--- src/sct_pkg.sv ---
// Shared package for the command line tokenizer.
// Token and bundle types, token and pending codes, byte constants, line length and queue depth.
// No dependencies.
`default_nettype none

package sct_pkg;

    localparam int LINE_BYTES_DEF = 256;
    localparam int QUEUE_DEPTH    = 4;

    localparam logic [2:0] TOK_EOF      = 3'd0;
    localparam logic [2:0] TOK_END      = 3'd1;
    localparam logic [2:0] TOK_COMMENT  = 3'd2;
    localparam logic [2:0] TOK_COMMAND  = 3'd3;
    localparam logic [2:0] TOK_FLAG     = 3'd4;
    localparam logic [2:0] TOK_PIPE     = 3'd5;
    localparam logic [2:0] TOK_REDIR_IN = 3'd6;
    localparam logic [2:0] TOK_REDIR_OUT = 3'd7;

    localparam logic [1:0] PEND_NONE    = 2'd0;
    localparam logic [1:0] PEND_IN      = 2'd1;
    localparam logic [1:0] PEND_OUT     = 2'd2;
    localparam logic [1:0] PEND_COMMENT = 2'd3;

    localparam logic [7:0] CH_SPACE = 8'h20;
    localparam logic [7:0] CH_QUOTE = 8'h22;
    localparam logic [7:0] CH_LT    = 8'h3C;
    localparam logic [7:0] CH_GT    = 8'h3E;
    localparam logic [7:0] CH_PIPE  = 8'h7C;
    localparam logic [7:0] CH_HASH  = 8'h23;
    localparam logic [7:0] CH_SEMI  = 8'h3B;
    localparam logic [7:0] CH_NL    = 8'h0A;

    typedef struct packed {
        logic [2:0] token_type;
        logic [7:0] value_start;
        logic [8:0] value_length;
        logic       too_long;
        logic       last;
    } t_token;

    // Up to two tokens produced by one input byte.
    typedef struct packed {
        t_token tok0;
        t_token tok1;
        logic   two;
    } t_bundle;

endpackage

`default_nettype wire

--- src/shell_command_tokenizer.sv ---
// Command line tokenizer top level: front end, bundle queue, output stage.
// Depends on sct_pkg, sct_front, sct_queue, sct_back.
//
// Takes one byte of a command line per clock while the queue has room and
// emits typed tokens with the offset and length of their value. Each byte
// yields zero, one or two tokens; the output register delivers one token per
// clock while the receiver is ready, so a stream of one byte per clock keeps
// going at full rate except where a byte yields two tokens (a word closed by
// the line end, a dangling redirect or comment); the four-bundle queue absorbs
// the extra output. From byte to output, a token passes the queue register and
// then the output register.
`default_nettype none

module shell_command_tokenizer #(
    parameter int LINE_BYTES = sct_pkg::LINE_BYTES_DEF
) (
    input  wire logic       i_clk,
    input  wire logic       i_rst_n,
    input  wire logic       i_in_valid,
    output logic            o_in_ready,
    input  wire logic [7:0] i_character,
    input  wire logic       i_line_end,
    output logic            o_out_valid,
    input  wire logic       i_out_ready,
    output logic [2:0]      o_token_type,
    output logic [7:0]      o_value_start,
    output logic [8:0]      o_value_length,
    output logic            o_too_long,
    output logic            o_last
);
    import sct_pkg::*;

    logic    push;
    logic    full;
    logic    pop;
    logic    empty;
    t_bundle push_data;
    t_bundle head;
    t_token  tok;

    sct_front #(
        .LINE_BYTES (LINE_BYTES)
    ) u_front (
        .i_clk       (i_clk),
        .i_rst_n     (i_rst_n),
        .i_valid     (i_in_valid),
        .i_character (i_character),
        .i_line_end  (i_line_end),
        .o_ready     (o_in_ready),
        .o_push      (push),
        .o_bundle    (push_data),
        .i_full      (full)
    );

    sct_queue u_queue (
        .i_clk   (i_clk),
        .i_rst_n (i_rst_n),
        .i_push  (push),
        .i_data  (push_data),
        .o_full  (full),
        .i_pop   (pop),
        .o_head  (head),
        .o_empty (empty)
    );

    sct_back u_back (
        .i_clk   (i_clk),
        .i_rst_n (i_rst_n),
        .i_head  (head),
        .i_empty (empty),
        .o_pop   (pop),
        .o_valid (o_out_valid),
        .o_tok   (tok),
        .i_ready (i_out_ready)
    );

    assign o_token_type   = tok.token_type;
    assign o_value_start  = tok.value_start;
    assign o_value_length = tok.value_length;
    assign o_too_long     = tok.too_long;
    assign o_last         = tok.last;

endmodule

`default_nettype wire

--- src/sct_front.sv ---
// Tokenizer front end: takes bytes, tracks the current word and classifies it.
// Pushes a bundle of up to two tokens into the queue for each byte that closes a token or the line.
// Depends on sct_pkg.
`default_nettype none

module sct_front #(
    parameter int LINE_BYTES = sct_pkg::LINE_BYTES_DEF
) (
    input  wire logic             i_clk,
    input  wire logic             i_rst_n,
    input  wire logic             i_valid,
    input  wire logic [7:0]       i_character,
    input  wire logic             i_line_end,
    output logic                  o_ready,
    output logic                  o_push,
    output sct_pkg::t_bundle      o_bundle,
    input  wire logic             i_full
);
    import sct_pkg::*;

    localparam int SW_S = $clog2(LINE_BYTES);
    localparam int PW   = SW_S + 1;
    localparam int SW   = (PW > 9) ? PW : 9;

    logic [PW-1:0]   r_line_pos,   n_line_pos;
    logic [SW_S-1:0] r_word_start, n_word_start;
    logic [PW-1:0]   r_word_len,   n_word_len;
    logic            r_inside,     n_inside;
    logic            r_quoted,     n_quoted;
    logic [7:0]      r_first,      n_first;
    logic [7:0]      r_second,     n_second;
    logic [7:0]      r_prev,       n_prev;
    logic            r_cmd_seen,   n_cmd_seen;
    logic [1:0]      r_pending,    n_pending;
    logic            r_ovf,        n_ovf;

    logic            accept;
    logic            pos_sat;
    logic [SW_S-1:0] pos;
    logic            space_fin;
    logic            do_fin;
    logic            strip;
    logic [SW-1:0]   vstart;
    logic [SW-1:0]   vlen;
    logic [7:0]      c0;
    logic            ovf_now;
    logic            fin_emit;
    logic            pend_emit;
    t_token          fin_tok;
    t_token          pend_tok;
    t_token          eof_tok;
    logic [2:0]      pend_type;

    assign o_ready = !i_full;
    assign accept  = i_valid && !i_full;

    always_comb begin
        n_line_pos   = r_line_pos;
        n_word_start = r_word_start;
        n_word_len   = r_word_len;
        n_inside     = r_inside;
        n_quoted     = r_quoted;
        n_first      = r_first;
        n_second     = r_second;
        n_prev       = r_prev;
        n_cmd_seen   = r_cmd_seen;
        n_pending    = r_pending;
        n_ovf        = r_ovf;
        space_fin    = 1'b0;
        fin_emit     = 1'b0;
        fin_tok      = '0;
        pend_emit    = 1'b0;
        pend_tok     = '0;
        pend_type    = TOK_COMMENT;
        eof_tok      = '0;

        pos_sat = (r_line_pos >= PW'(LINE_BYTES));
        if (pos_sat) begin
            n_ovf = 1'b1;
            pos   = SW_S'(LINE_BYTES - 1);
        end else begin
            pos        = r_line_pos[SW_S-1:0];
            n_line_pos = r_line_pos + PW'(1);
        end
        ovf_now = n_ovf;

        // byte update
        if (!r_inside) begin
            if (i_character != CH_SPACE) begin
                n_inside     = 1'b1;
                n_word_start = pos;
                n_word_len   = PW'(1);
                n_quoted     = (i_character == CH_QUOTE);
                n_first      = i_character;
                n_second     = 8'h00;
                n_prev       = i_character;
            end
        end else if (i_character == CH_SPACE &&
                     (!r_quoted || (r_prev == CH_QUOTE && r_word_len >= PW'(2)))) begin
            space_fin = 1'b1;
        end else begin
            if (r_word_len == PW'(1)) begin
                n_second = i_character;
            end
            n_prev = i_character;
            if (r_word_len < PW'(LINE_BYTES)) begin
                n_word_len = r_word_len + PW'(1);
            end
        end

        // word close
        do_fin = space_fin || (i_line_end && n_inside);
        strip  = (n_first == CH_QUOTE) && (n_prev == CH_QUOTE);
        vstart = SW'(n_word_start) + SW'(strip);
        if (strip) begin
            vlen = (n_word_len >= PW'(2)) ? (SW'(n_word_len) - SW'(2)) : '0;
            c0   = n_second;
        end else begin
            vlen = SW'(n_word_len);
            c0   = n_first;
        end

        if (do_fin) begin
            n_inside = 1'b0;
            fin_tok.too_long = ovf_now;
            if (r_pending != PEND_NONE) begin
                fin_emit = 1'b1;
                fin_tok.token_type = (r_pending == PEND_IN)  ? TOK_REDIR_IN :
                                     (r_pending == PEND_OUT) ? TOK_REDIR_OUT : TOK_COMMENT;
                fin_tok.value_start  = vstart[7:0];
                fin_tok.value_length = vlen[8:0];
                n_pending = PEND_NONE;
            end else if (vlen == SW'(1) && c0 == CH_LT) begin
                n_pending = PEND_IN;
            end else if (vlen == SW'(1) && c0 == CH_GT) begin
                n_pending = PEND_OUT;
            end else if (vlen == SW'(1) && c0 == CH_PIPE) begin
                fin_emit = 1'b1;
                fin_tok.token_type = TOK_PIPE;
                n_cmd_seen = 1'b0;
            end else if (vlen == SW'(1) && c0 == CH_HASH) begin
                n_pending = PEND_COMMENT;
            end else if (vlen >= SW'(1) && c0 == CH_HASH) begin
                fin_emit = 1'b1;
                fin_tok.token_type   = TOK_COMMENT;
                fin_tok.value_start  = 8'(vstart + SW'(1));
                fin_tok.value_length = 9'(vlen - SW'(1));
            end else if (vlen == SW'(1) && c0 == CH_SEMI) begin
                fin_emit = 1'b1;
                fin_tok.token_type = TOK_END;
                n_cmd_seen = 1'b0;
            end else if (vlen >= SW'(1) && c0 == CH_NL) begin
                fin_emit = 1'b1;
                fin_tok.token_type = TOK_END;
            end else begin
                fin_emit = 1'b1;
                fin_tok.token_type   = r_cmd_seen ? TOK_FLAG : TOK_COMMAND;
                fin_tok.value_start  = vstart[7:0];
                fin_tok.value_length = vlen[8:0];
                n_cmd_seen = 1'b1;
            end
        end

        // line close: dangling redirect or comment, then eof
        if (i_line_end) begin
            if (n_pending == PEND_IN) begin
                pend_type = TOK_REDIR_IN;
            end else if (n_pending == PEND_OUT) begin
                pend_type = TOK_REDIR_OUT;
            end
            pend_emit           = (n_pending != PEND_NONE);
            pend_tok.token_type = pend_type;
            pend_tok.too_long   = ovf_now;
            eof_tok.token_type  = TOK_EOF;
            eof_tok.too_long    = ovf_now;
            eof_tok.last        = 1'b1;

            n_line_pos   = '0;
            n_word_start = '0;
            n_word_len   = '0;
            n_inside     = 1'b0;
            n_quoted     = 1'b0;
            n_first      = 8'h00;
            n_second     = 8'h00;
            n_prev       = 8'h00;
            n_cmd_seen   = 1'b0;
            n_pending    = PEND_NONE;
            n_ovf        = 1'b0;
        end
    end

    always_comb begin
        o_bundle = '0;
        if (fin_emit) begin
            o_bundle.tok0 = fin_tok;
            o_bundle.tok1 = pend_emit ? pend_tok : eof_tok;
            o_bundle.two  = i_line_end;
        end else if (pend_emit) begin
            o_bundle.tok0 = pend_tok;
            o_bundle.tok1 = eof_tok;
            o_bundle.two  = 1'b1;
        end else begin
            o_bundle.tok0 = eof_tok;
        end
    end

    assign o_push = accept && (fin_emit || i_line_end);

    always_ff @(posedge i_clk) begin
        if (!i_rst_n) begin
            r_line_pos   <= '0;
            r_word_start <= '0;
            r_word_len   <= '0;
            r_inside     <= 1'b0;
            r_quoted     <= 1'b0;
            r_first      <= 8'h00;
            r_second     <= 8'h00;
            r_prev       <= 8'h00;
            r_cmd_seen   <= 1'b0;
            r_pending    <= PEND_NONE;
            r_ovf        <= 1'b0;
        end else if (accept) begin
            r_line_pos   <= n_line_pos;
            r_word_start <= n_word_start;
            r_word_len   <= n_word_len;
            r_inside     <= n_inside;
            r_quoted     <= n_quoted;
            r_first      <= n_first;
            r_second     <= n_second;
            r_prev       <= n_prev;
            r_cmd_seen   <= n_cmd_seen;
            r_pending    <= n_pending;
            r_ovf        <= n_ovf;
        end
    end

endmodule

`default_nettype wire

--- src/sct_queue.sv ---
// Short bundle queue between tokenizer front end and output stage.
// Register based, head visible combinationally.
// Depends on sct_pkg.
`default_nettype none

module sct_queue (
    input  wire logic              i_clk,
    input  wire logic              i_rst_n,
    input  wire logic              i_push,
    input  wire sct_pkg::t_bundle  i_data,
    output logic                   o_full,
    input  wire logic              i_pop,
    output sct_pkg::t_bundle       o_head,
    output logic                   o_empty
);
    import sct_pkg::*;

    localparam int AW = $clog2(QUEUE_DEPTH);

    t_bundle       r_mem [QUEUE_DEPTH];
    logic [AW-1:0] r_wr;
    logic [AW-1:0] r_rd;
    logic [AW:0]   r_count;

    assign o_full  = (r_count == (AW+1)'(QUEUE_DEPTH));
    assign o_empty = (r_count == '0);
    assign o_head  = r_mem[r_rd];

    always_ff @(posedge i_clk) begin
        if (i_push) begin
            r_mem[r_wr] <= i_data;
        end
    end

    always_ff @(posedge i_clk) begin
        if (!i_rst_n) begin
            r_wr    <= '0;
            r_rd    <= '0;
            r_count <= '0;
        end else begin
            if (i_push) begin
                r_wr <= r_wr + AW'(1);
            end
            if (i_pop) begin
                r_rd <= r_rd + AW'(1);
            end
            case ({i_push, i_pop})
                2'b10:   r_count <= r_count + (AW+1)'(1);
                2'b01:   r_count <= r_count - (AW+1)'(1);
                default: r_count <= r_count;
            endcase
        end
    end

endmodule

`default_nettype wire

--- src/sct_back.sv ---
// Output stage: serialises queued bundles into single tokens.
// Holds the output register of the result channel.
// Depends on sct_pkg.
`default_nettype none

module sct_back (
    input  wire logic              i_clk,
    input  wire logic              i_rst_n,
    input  wire sct_pkg::t_bundle  i_head,
    input  wire logic              i_empty,
    output logic                   o_pop,
    output logic                   o_valid,
    output sct_pkg::t_token        o_tok,
    input  wire logic              i_ready
);
    import sct_pkg::*;

    logic   r_valid;
    logic   r_half;
    t_token r_tok;
    logic   load;

    assign load    = (!r_valid || i_ready) && !i_empty;
    assign o_pop   = load && (r_half || !i_head.two);
    assign o_valid = r_valid;
    assign o_tok   = r_tok;

    always_ff @(posedge i_clk) begin
        if (load) begin
            r_tok <= r_half ? i_head.tok1 : i_head.tok0;
        end
    end

    always_ff @(posedge i_clk) begin
        if (!i_rst_n) begin
            r_valid <= 1'b0;
            r_half  <= 1'b0;
        end else begin
            if (load) begin
                r_valid <= 1'b1;
                r_half  <= !o_pop;
            end else if (i_ready) begin
                r_valid <= 1'b0;
            end
        end
    end

endmodule

`default_nettype wire

--- config.mk ---
export PLATFORM = sky130hd
export DESIGN_NAME = shell_command_tokenizer
export DESIGN_NICKNAME = d
export VERILOG_FILES = /design/src/sct_pkg.sv /design/src/shell_command_tokenizer.sv /design/src/sct_front.sv /design/src/sct_queue.sv /design/src/sct_back.sv
export SDC_FILE = /design/constraint.sdc
export NUM_CORES = 1
export LEC_CHECK = 0
export BUFFER_PORTS_ARGS = -buffer_cell sky130_fd_sc_hd__buf_2
export CAP_MARGIN = 20
export CORE_MARGIN = 10
export CORE_UTILIZATION = 35
export CTS_CLUSTER_SIZE = 24
export DETAILED_ROUTE_END_ITERATION = 12
export RECOVER_POWER = 50
export SYNTH_ARGS = -nofsm -noshare
export SYNTH_HDL_FRONTEND = slang
export SYNTH_SLANG_ARGS = --single-unit
--- constraint.sdc ---
create_clock -name i_clk -period 6.3 [get_ports i_clk]
set_input_delay 0.63 -clock i_clk [delete_from_list [all_inputs] [get_ports i_clk]]
set_output_delay 0.63 -clock i_clk [all_outputs]
set_load 0.03 [all_outputs]
==> out/metrics.csv, run 1 <==
stage,metric,value,unit
sta,worst-margin pin slew,2.392,ns
cts,cts bufs inserted,23,
sta,WHS,0.3968,ns
critical_path,max incr delay on CP,0.64,ns
sta,skew final,0.02383,ns
yosys,synth cell count leaders,"edfxtp_1 (134), nand2_1 (95), dfxtp_1 (67)",
critical_path,crit path cell chain,or4_4 -> o211a_1 -> o21ai_0 -> mux2_1 -> and4bb_2 -> nand3_1 -> nor2_1 -> nor2_1 -> ha_1 -> o211ai_1 -> a21oi_2 -> a41o_1 -> a21oi_1 -> buf_4 -> inv_1 -> ha_1 -> inv_1 -> fa_1 -> xor2_1 -> or3_1 -> a21boi_0,
placement,RD Place Congestion,0.8977,
pwr,Flop pwr share,0.446,
placement,hpwl dp,17960,um
layout,Final Util,0.3984,
cts,root buf cell,clkbuf_16,
critical_path,CP Capture Type,register,
layout,area grow syn2layout,11.90,%
cts,post-CTS sizing,0,
run_status,status,finished with violations,
flow_run,Max Cap Viol,2,
critical_path,crit-path max FO,12,
drt,total number of vias,7902,
yosys,top_reg_cell synth,edfxtp_1,
cts,clk_lat worst skew,0.53,ns
placement,Port-buffer cells,36,
cts,CTS Hold Buffers Added,0,
yosys,Post-synth ARST share,0,
sta,Setup Total Neg Slack,0,ns
cts,Sink Count,201,
global_routing,largest net degree at the start of global routing,64,
global_routing,vias in the first global route,7611,
drt,Detailed Route WL,26200,um
worst_hold_path,worst min path class,in -> reg,
sta,post-layout min period,5.904,ns
layout,multi-input logic area,0.004856,mm^2
drt,drt pass-1 iters,5,
sta,final cycle utilization of the critical path,0.9371,
pwr,Cell Pwr Density,318.6,mW/mm^2
pwr,Leak,3.966,nW
global_routing,overall routing resource usage,0.1335,
cts,postcts setup bufs,0,
placement,pre-CTS WS,0.4611,ns
cts,Worst-path clk slew,0.06,ns
yosys,largest area contributor in the netlist,edfxtp_1,
cts,H-tree levels,1,
layout,Reg area,0.005366,mm^2
yosys,Netlist cell types,90,
yosys,"EDFF count, synth",134,
yosys,Syn. warnings,0,
drt,via-per-instance ratio,5.581,
sta,Fin. Hold Viols,0,
pwr,Cell Int Power,2.635,mW
layout,fin nets,1041,
drt,Antenna Nets Post-Route,0,
pwr,Logic pwr share,0.212,
yosys,sequential share of the synthesized area,0.5057,
yosys,Syn Nets,1012,
cts,clk buf depth,3,
run_status,failing checks,"capacitance limit, slew limit",
sta,setup violators final,0,
pwr,Power Total,3.783,mW
global_routing,first-pass GRT wire length,42130,um
pwr,Clock power frac,0.342,
cts,CTS tree,yes,
yosys,most common cell in the netlist,edfxtp_1,
placement,number of instances in the placed design,1374,
critical_path,Required @ worst endpoint,6.74,ns
critical_path,worst reg2reg setup slack,0.40,ns
yosys,post-synthesis register bit count,201,
global_routing,GRT overflow,0,
die,Core ar.,0.02980,mm^2
layout,share of cells above drive strength 1,0.1228,
sta,RSZ-0062 raised after global routing,no,
critical_path,critical path arrival,6.35,ns
die,Starting Density,0.3561,
pwr,Sw Ratio,0.3034,
critical_path,crit start category,register,
critical_path,critical setup path kind,reg -> reg,
die,die height,194.1,um
layout,fin area,0.01187,mm^2
sta,Fmax,169.4,MHz
die,die area,0.03767,mm^2
die,# rows,63,
pwr,VDD IR max,0.2274,mV
global_routing,initial antenna violation count,0,
pwr,sw power,1.148,mW
yosys,top post-synthesis cells by area,"edfxtp_1 (38%), dfxtp_1 (13%), mux4_2 (5.9%), nand2_1 (3.4%), and2_1 (2.4%)",
die,Die Wd,194.1,um
sta,max-slew violation count,92,
yosys,cell area after synthesis,0.01061,mm^2
layout,# fillers,2888,
critical_path,Bufs and invs on worst path,3,
sta,Rel. slew slack,-0.5946,
yosys,Synth top area share,0.3793,
sta,post-route worst setup slack,0.3964,ns
placement,Post-DP Area,0.01121,mm^2
yosys,Gate Count Post-Synth,980,
critical_path,"Largest delay share family, worst path",compound AO/OA/AOI/OAI gates,
drt,Residual DRC,0,
critical_path,slowest CP cell,or4_4,
drt,DRT iter0 DRCs,704,
layout,ant diodes,0,
die,IO Count,37,
yosys,"Avg Cell Area, Syn",10.83,um^2
drt,Wirelength per Cell,18.50,um
layout,fin cells,1416,
==> worst paths after layout <==
kind	startpoint	end	cells past startpoint
max reg2reg	u_front.r_word_len[3]	u_queue.r_count[2]	21
max	u_front.r_word_len[3]	u_queue.r_count[2]	21
min reg2reg	u_front.r_word_start[3]	u_front.r_word_start[3]	2
min	i_out_ready	u_back.o_valid	4
==> state kept, by name, indices dropped and copies added (netlist names), named ones only <==
signal and cells:
u_front.r_cmd_seen 1, u_front.r_prev 8, u_front.r_second 8, u_front.r_inside 1, u_front.r_quoted 1, u_back.r_half 1
u_back.o_valid 1, u_queue.r_mem 112, u_front.r_line_pos 9, u_queue.r_rd 2, u_front.r_word_start 8, u_queue.r_wr 2
u_front.r_pending 2, u_queue.r_count 3, u_back.o_tok 22, u_front.r_ovf 1, u_front.r_first 8, u_front.r_word_len 9
==> cells in the final DEF (no fill, tap or decap), types with 5 or more instances in the layout <==
cell | Yosys | final
a211oi_1 | 10 | 10
a21boi_0 | 10 | 10
a21o_1 | 6 | 6
a21oi_1 | 34 | 35
a22oi_1 | 30 | 30
a31oi_1 | 10 | 10
and2_0 | 0 | 13
and2_1 | 41 | 28
and3_1 | 8 | 8
buf_2 | 9 | 12
buf_4 | 2 | 21
clkbuf_1 | 36 | 35
clkbuf_16 | 0 | 23
dfxtp_1 | 67 | 66
edfxtp_1 | 134 | 134
ha_1 | 18 | 18
inv_1 | 28 | 29
mux2_2 | 8 | 7
mux2i_1 | 5 | 5
mux4_2 | 28 | 28
nand2_1 | 95 | 95
nand2b_1 | 5 | 5
nand3_1 | 32 | 32
nand4_1 | 11 | 11
nor2_1 | 54 | 54
nor2b_1 | 39 | 39
nor3_1 | 26 | 26
nor4_1 | 11 | 12
nor4b_1 | 10 | 10
o211ai_1 | 7 | 7
o21ai_0 | 51 | 54
o22ai_1 | 10 | 11
o2bb2ai_1 | 5 | 5
o31ai_1 | 6 | 6
or2_2 | 5 | 5
or3_1 | 15 | 15
xnor2_1 | 13 | 13
xor2_1 | 5 | 5
==> power by group through the flow <==
stage	sequential, mW	clock [mW]	combinational, mW
floorplan	1.85	0	0.453
global placement	1.71	0	0.838
detailed placement	1.72	0	0.841
CTS	1.69	1.33	0.843
global route	1.71	1.38	0.890
finish	1.69	1.29	0.803
==> routing by layer <==
| layer | vias up | routed length, um | GRT usage |
|---|---|---|---|
| met3 | 38 | 1766 | 0.02369 |
| li1 | 3770 | - | - |
| met1 | 3840 | 11820 | 0.1818 |
| met4 | 0 | 545 | 0.03578 |
| met2 | 254 | 12070 | 0.2132 |
| met5 | - | 0 | 0 |
==> final cells by class <==
| class | count | share of cell area |
|---|---|---|
| clock buffer | 31 | 0.05101 |
| clock inverter | 11 | 0.01043 |
| inverter | 30 | 0.009486 |
| multi-input combinational | 693 | 0.4090 |
| sequential | 201 | 0.4520 |
| tap | 390 | 0.04110 |
| timing repair buffer | 60 | 0.02688 |
==> worst register-to-register path: cells and delay by family (launching register included) <==
kind / cells / cell delay [ns]
AND/OR/NAND/NOR: 6 / 1.83
AO/OA/AOI/OAI: 7 / 1.83
adder cells (fa/ha/maj): 3 / 0.82
multiplexers: 1 / 0.48
flip-flops: 1 / 0.40
buffers and inverters: 3 / 0.31
XOR/XNOR: 1 / 0.15
==> kinds of logic (layout without fill, tap and decap cells) <==
family,count (synthesis),after routing,synth area share
compound gates,226,226,0.1448
xor+xnor,18,18,0.01486
fa+ha+maj,19,19,0.02312
buf+inv,86,132,0.03432
flops,201,201,0.5057
mux,44,44,0.07831
simple gates,386,386,0.1988
(Power assumes the default switching activity.)
==> inputs of run 2 (changes only) <==
--- a/config.mk
+++ b/config.mk
@@ -12,6 +12,7 @@
 export CTS_CLUSTER_SIZE = 24
 export DETAILED_ROUTE_END_ITERATION = 12
 export RECOVER_POWER = 50
+export REMOVE_ABC_BUFFERS = 1
 export SYNTH_ARGS = -nofsm -noshare
 export SYNTH_HDL_FRONTEND = slang
 export SYNTH_SLANG_ARGS = --single-unit
==> run 2 against run 1 <==
The flow still finishes with violations (capacitance limit, slew limit). Critical path depth up 1. Hold slack better by 0.014 ns. Clock power decreased by 8%. Worst setup slack better by 0.15 ns. Sequential share of layout area grew 0.35 points. Highest routed layer unchanged.
==> out/metrics.csv, run 2 (synthesized netlist as in run 1, its figures left out) <==
stage,metric,value,unit,change
run_status,status,finished with violations,,
run_status,failing checks,"capacitance limit, slew limit",,
layout,Largest register FFs,112,,unchanged
sta,RSZ-0062 raised after global routing,no,,
drt,Residual DRC,0,,unchanged
pwr,Sw Ratio,0.3068,,+0.003403
worst_hold_path,worst min path class,in -> reg,,
drt,total number of vias,7852,,-0.63%
global_routing,largest net degree at the start of global routing,64,,unchanged
critical_path,CP Capture Type,register,,
critical_path,crit path from,u_front.r_word_len[8],,
cts,Worst-path clk slew,0.06,ns,about the same
sta,skew final,0.01973,ns,-0.004098 ns
placement,RD Place Congestion,0.9044,,+0.75%
cts,H-tree levels,1,,unchanged
drt,drt pass-1 iters,5,,unchanged
sta,worst-margin pin slew,2.386,ns,-0.005826 ns
sta,Setup Total Neg Slack,0,ns,unchanged
sta,Rel. slew slack,-0.5907,,+0.003884
critical_path,slowest CP cell,or4_1,,
layout,area grow syn2layout,11.06,%,
global_routing,overall routing resource usage,0.1313,,-0.002118
cts,postcts setup bufs,0,,unchanged
layout,Top reg by flops,u_queue.r_mem,,
drt,Detailed Route WL,25830,um,-1.4%
critical_path,Required @ worst endpoint,6.75,ns,about the same
critical_path,crit start category,register,,
layout,fin nets,1037,,-0.38%
placement,Port-buffer cells,36,,unchanged
cts,root buf cell,clkbuf_16,,
placement,hpwl dp,17720,um,-1.4%
critical_path,r2r startpoint,u_front.r_word_len[8],,
cts,cts bufs inserted,22,,-4.3%
sta,Fmax,173.9,MHz,+2.7%
critical_path,crit path cell chain,or4_1 -> o211ai_4 -> nand3_2 -> a311o_1 -> inv_1 -> ha_1 -> nand2_1 -> nor2_1 -> nor3_1 -> a21oi_1 -> ha_1 -> o211ai_1 -> a21oi_2 -> a41o_1 -> a21oi_1 -> inv_1 -> ha_1 -> inv_1 -> fa_1 -> xor2_1 -> or3_1 -> a21boi_0,,
drt,Wirelength per Cell,18.30,um,-1.1%
layout,# fillers,2926,,+1.3%
cts,CTS Hold Buffers Added,0,,unchanged
cts,clk_lat worst skew,0.52,ns,about the same
sta,setup violators final,0,,unchanged
critical_path,worst reg2reg setup slack,0.55,ns,+0.15 ns
die,Starting Density,0.3561,,unchanged
layout,Final Util,0.3954,,-0.002981
pwr,Logic pwr share,0.218,,+0.006
drt,via-per-instance ratio,5.565,,-0.28%
layout,"commonest non-fill, non-tap cell in the layout",edfxtp_1,,
layout,most frequent cells in the layout,"edfxtp_1 (134), nand2_1 (95), dfxtp_1 (65)",,
pwr,Cell Int Power,2.547,mW,-3.4%
layout,ant diodes,0,,unchanged
cts,Sink Count,201,,unchanged
global_routing,vias in the first global route,7601,,-0.13%
critical_path,Critical R2R Capture,u_queue.r_count[2],,
flow_run,Max Cap Viol,3,,+1
critical_path,Bufs and invs on worst path,3,,unchanged
global_routing,initial antenna violation count,0,,unchanged
pwr,sw power,1.127,mW,-1.8%
critical_path,max incr delay on CP,0.64,ns,about the same
global_routing,GRT overflow,0,,unchanged
drt,DRT iter0 DRCs,788,,+12%
layout,share of cells above drive strength 1,0.1195,,-0.003316
die,die area,0.03767,mm^2,unchanged
pwr,Flop pwr share,0.459,,+0.013
die,Core ar.,0.02980,mm^2,unchanged
sta,final cycle utilization of the critical path,0.9128,,-0.02430
drt,Antenna Nets Post-Route,0,,unchanged
pwr,VDD IR max,0.1715,mV,-25%
critical_path,"Largest delay share family, worst path",compound AO/OA/AOI/OAI gates,,
critical_path,Setup crit end,u_queue.r_count[2],,
pwr,Clock power frac,0.324,,-0.018
critical_path,crit-path max FO,12,,unchanged
die,die height,194.1,um,unchanged
die,IO Count,37,,unchanged
die,# rows,63,,unchanged
critical_path,cells on worst reg2reg path,22,,+4.8%
cts,post-CTS sizing,0,,unchanged
critical_path,critical path arrival,6.20,ns,-0.15 ns
pwr,Leak,3.911,nW,-1.4%
pwr,Cell Pwr Density,311.8,mW/mm^2,-2.1%
cts,CTS tree,yes,,
critical_path,number of cells on the critical path,22,,+4.8%
sta,Fin. Hold Viols,0,,unchanged
cts,clk buf depth,3,,unchanged
critical_path,critical setup path kind,reg -> reg,,
die,Die Wd,194.1,um,unchanged
sta,max-slew violation count,93,,+1.1%
global_routing,first-pass GRT wire length,41900,um,-0.54%
sta,post-layout min period,5.750,ns,-0.1531 ns
## run 2: changes by cell type in the layout (fill, tap and decap cells not counted), moves of 2 or more
cell	delta
clkbuf_8	+2
clkbuf_1	+4
and2_0	+3
clkinv_1	-3
and2_1	-3
buf_4	-5
bufinv_16	-2
## run 2: worst min-delay path: cells and delay by family
| family | cells | cell delay [ns] |
|---|---|---|
| AOI/OAI and AO/OA | 1 | 0.06 |
| buffers and inverters | 2 | 0.11 |
| and+or+nand+nor | 1 | 0.05 |
## run 2: area by class of cell
class | instances | area, um^2 | share of cell area
flip-flops and latches | 201 | 5368 | 0.4556
multi-input cells | 693 | 4861 | 0.4125
clock buffers | 35 | 619.3 | 0.05256
well taps | 390 | 488.0 | 0.04141
repair buffers | 57 | 290.3 | 0.02464
inverters | 30 | 112.6 | 0.009557
clock inverters | 5 | 43.79 | 0.003717
## run 2: worst min-delay path by stage
stage / from / end / cells past startpoint / slack, ns
floorplan: u_front.r_ovf / u_front.r_ovf / 2 / 0.44
global placement: u_front.r_word_start[4] / u_front.r_word_start[4] / 2 / 0.45
detailed placement: u_front.r_word_start[3] / u_front.r_word_start[3] / 2 / 0.45
CTS: i_out_ready / u_back.o_valid / 4 / 0.39
global route: i_out_ready / u_back.o_valid / 4 / 0.43
finish: i_out_ready / u_back.o_valid / 4 / 0.41
## run 2: metrics by stage
stage	power, mW	cells	hold WS (ns)	setup slack [ns]	instance area [um^2]
after floorplan	2.281	924	0.4377	0.8344	10360
after global placement	2.539	1371	0.4483	0.7133	11190
after detailed placement	2.547	1371	0.4540	0.5084	11190
after CTS	3.746	1411	0.3890	0.6337	11850
after global routing	3.851	1411	0.4339	0.05422	11780
final	3.674	1411	0.4107	0.5495	11780
## run 2: power groups by stage
stage | Clock (mW) | Sequential [mW] | Combinational, mW
finish | 1.19 | 1.68 | 0.800
global route | 1.27 | 1.70 | 0.881
CTS | 1.22 | 1.68 | 0.838
detailed placement | 0 | 1.71 | 0.836
global placement | 0 | 1.71 | 0.832
floorplan | 0 | 1.88 | 0.403
## run 2: layer usage
metal  GRT usage  up-vias  share of wire
li1            -     3752              -
met1      0.1836     3819           0.47
met3     0.02196       35          0.055
met5           0        -              0
met2      0.2088      246           0.45
met4     0.02697        0          0.018
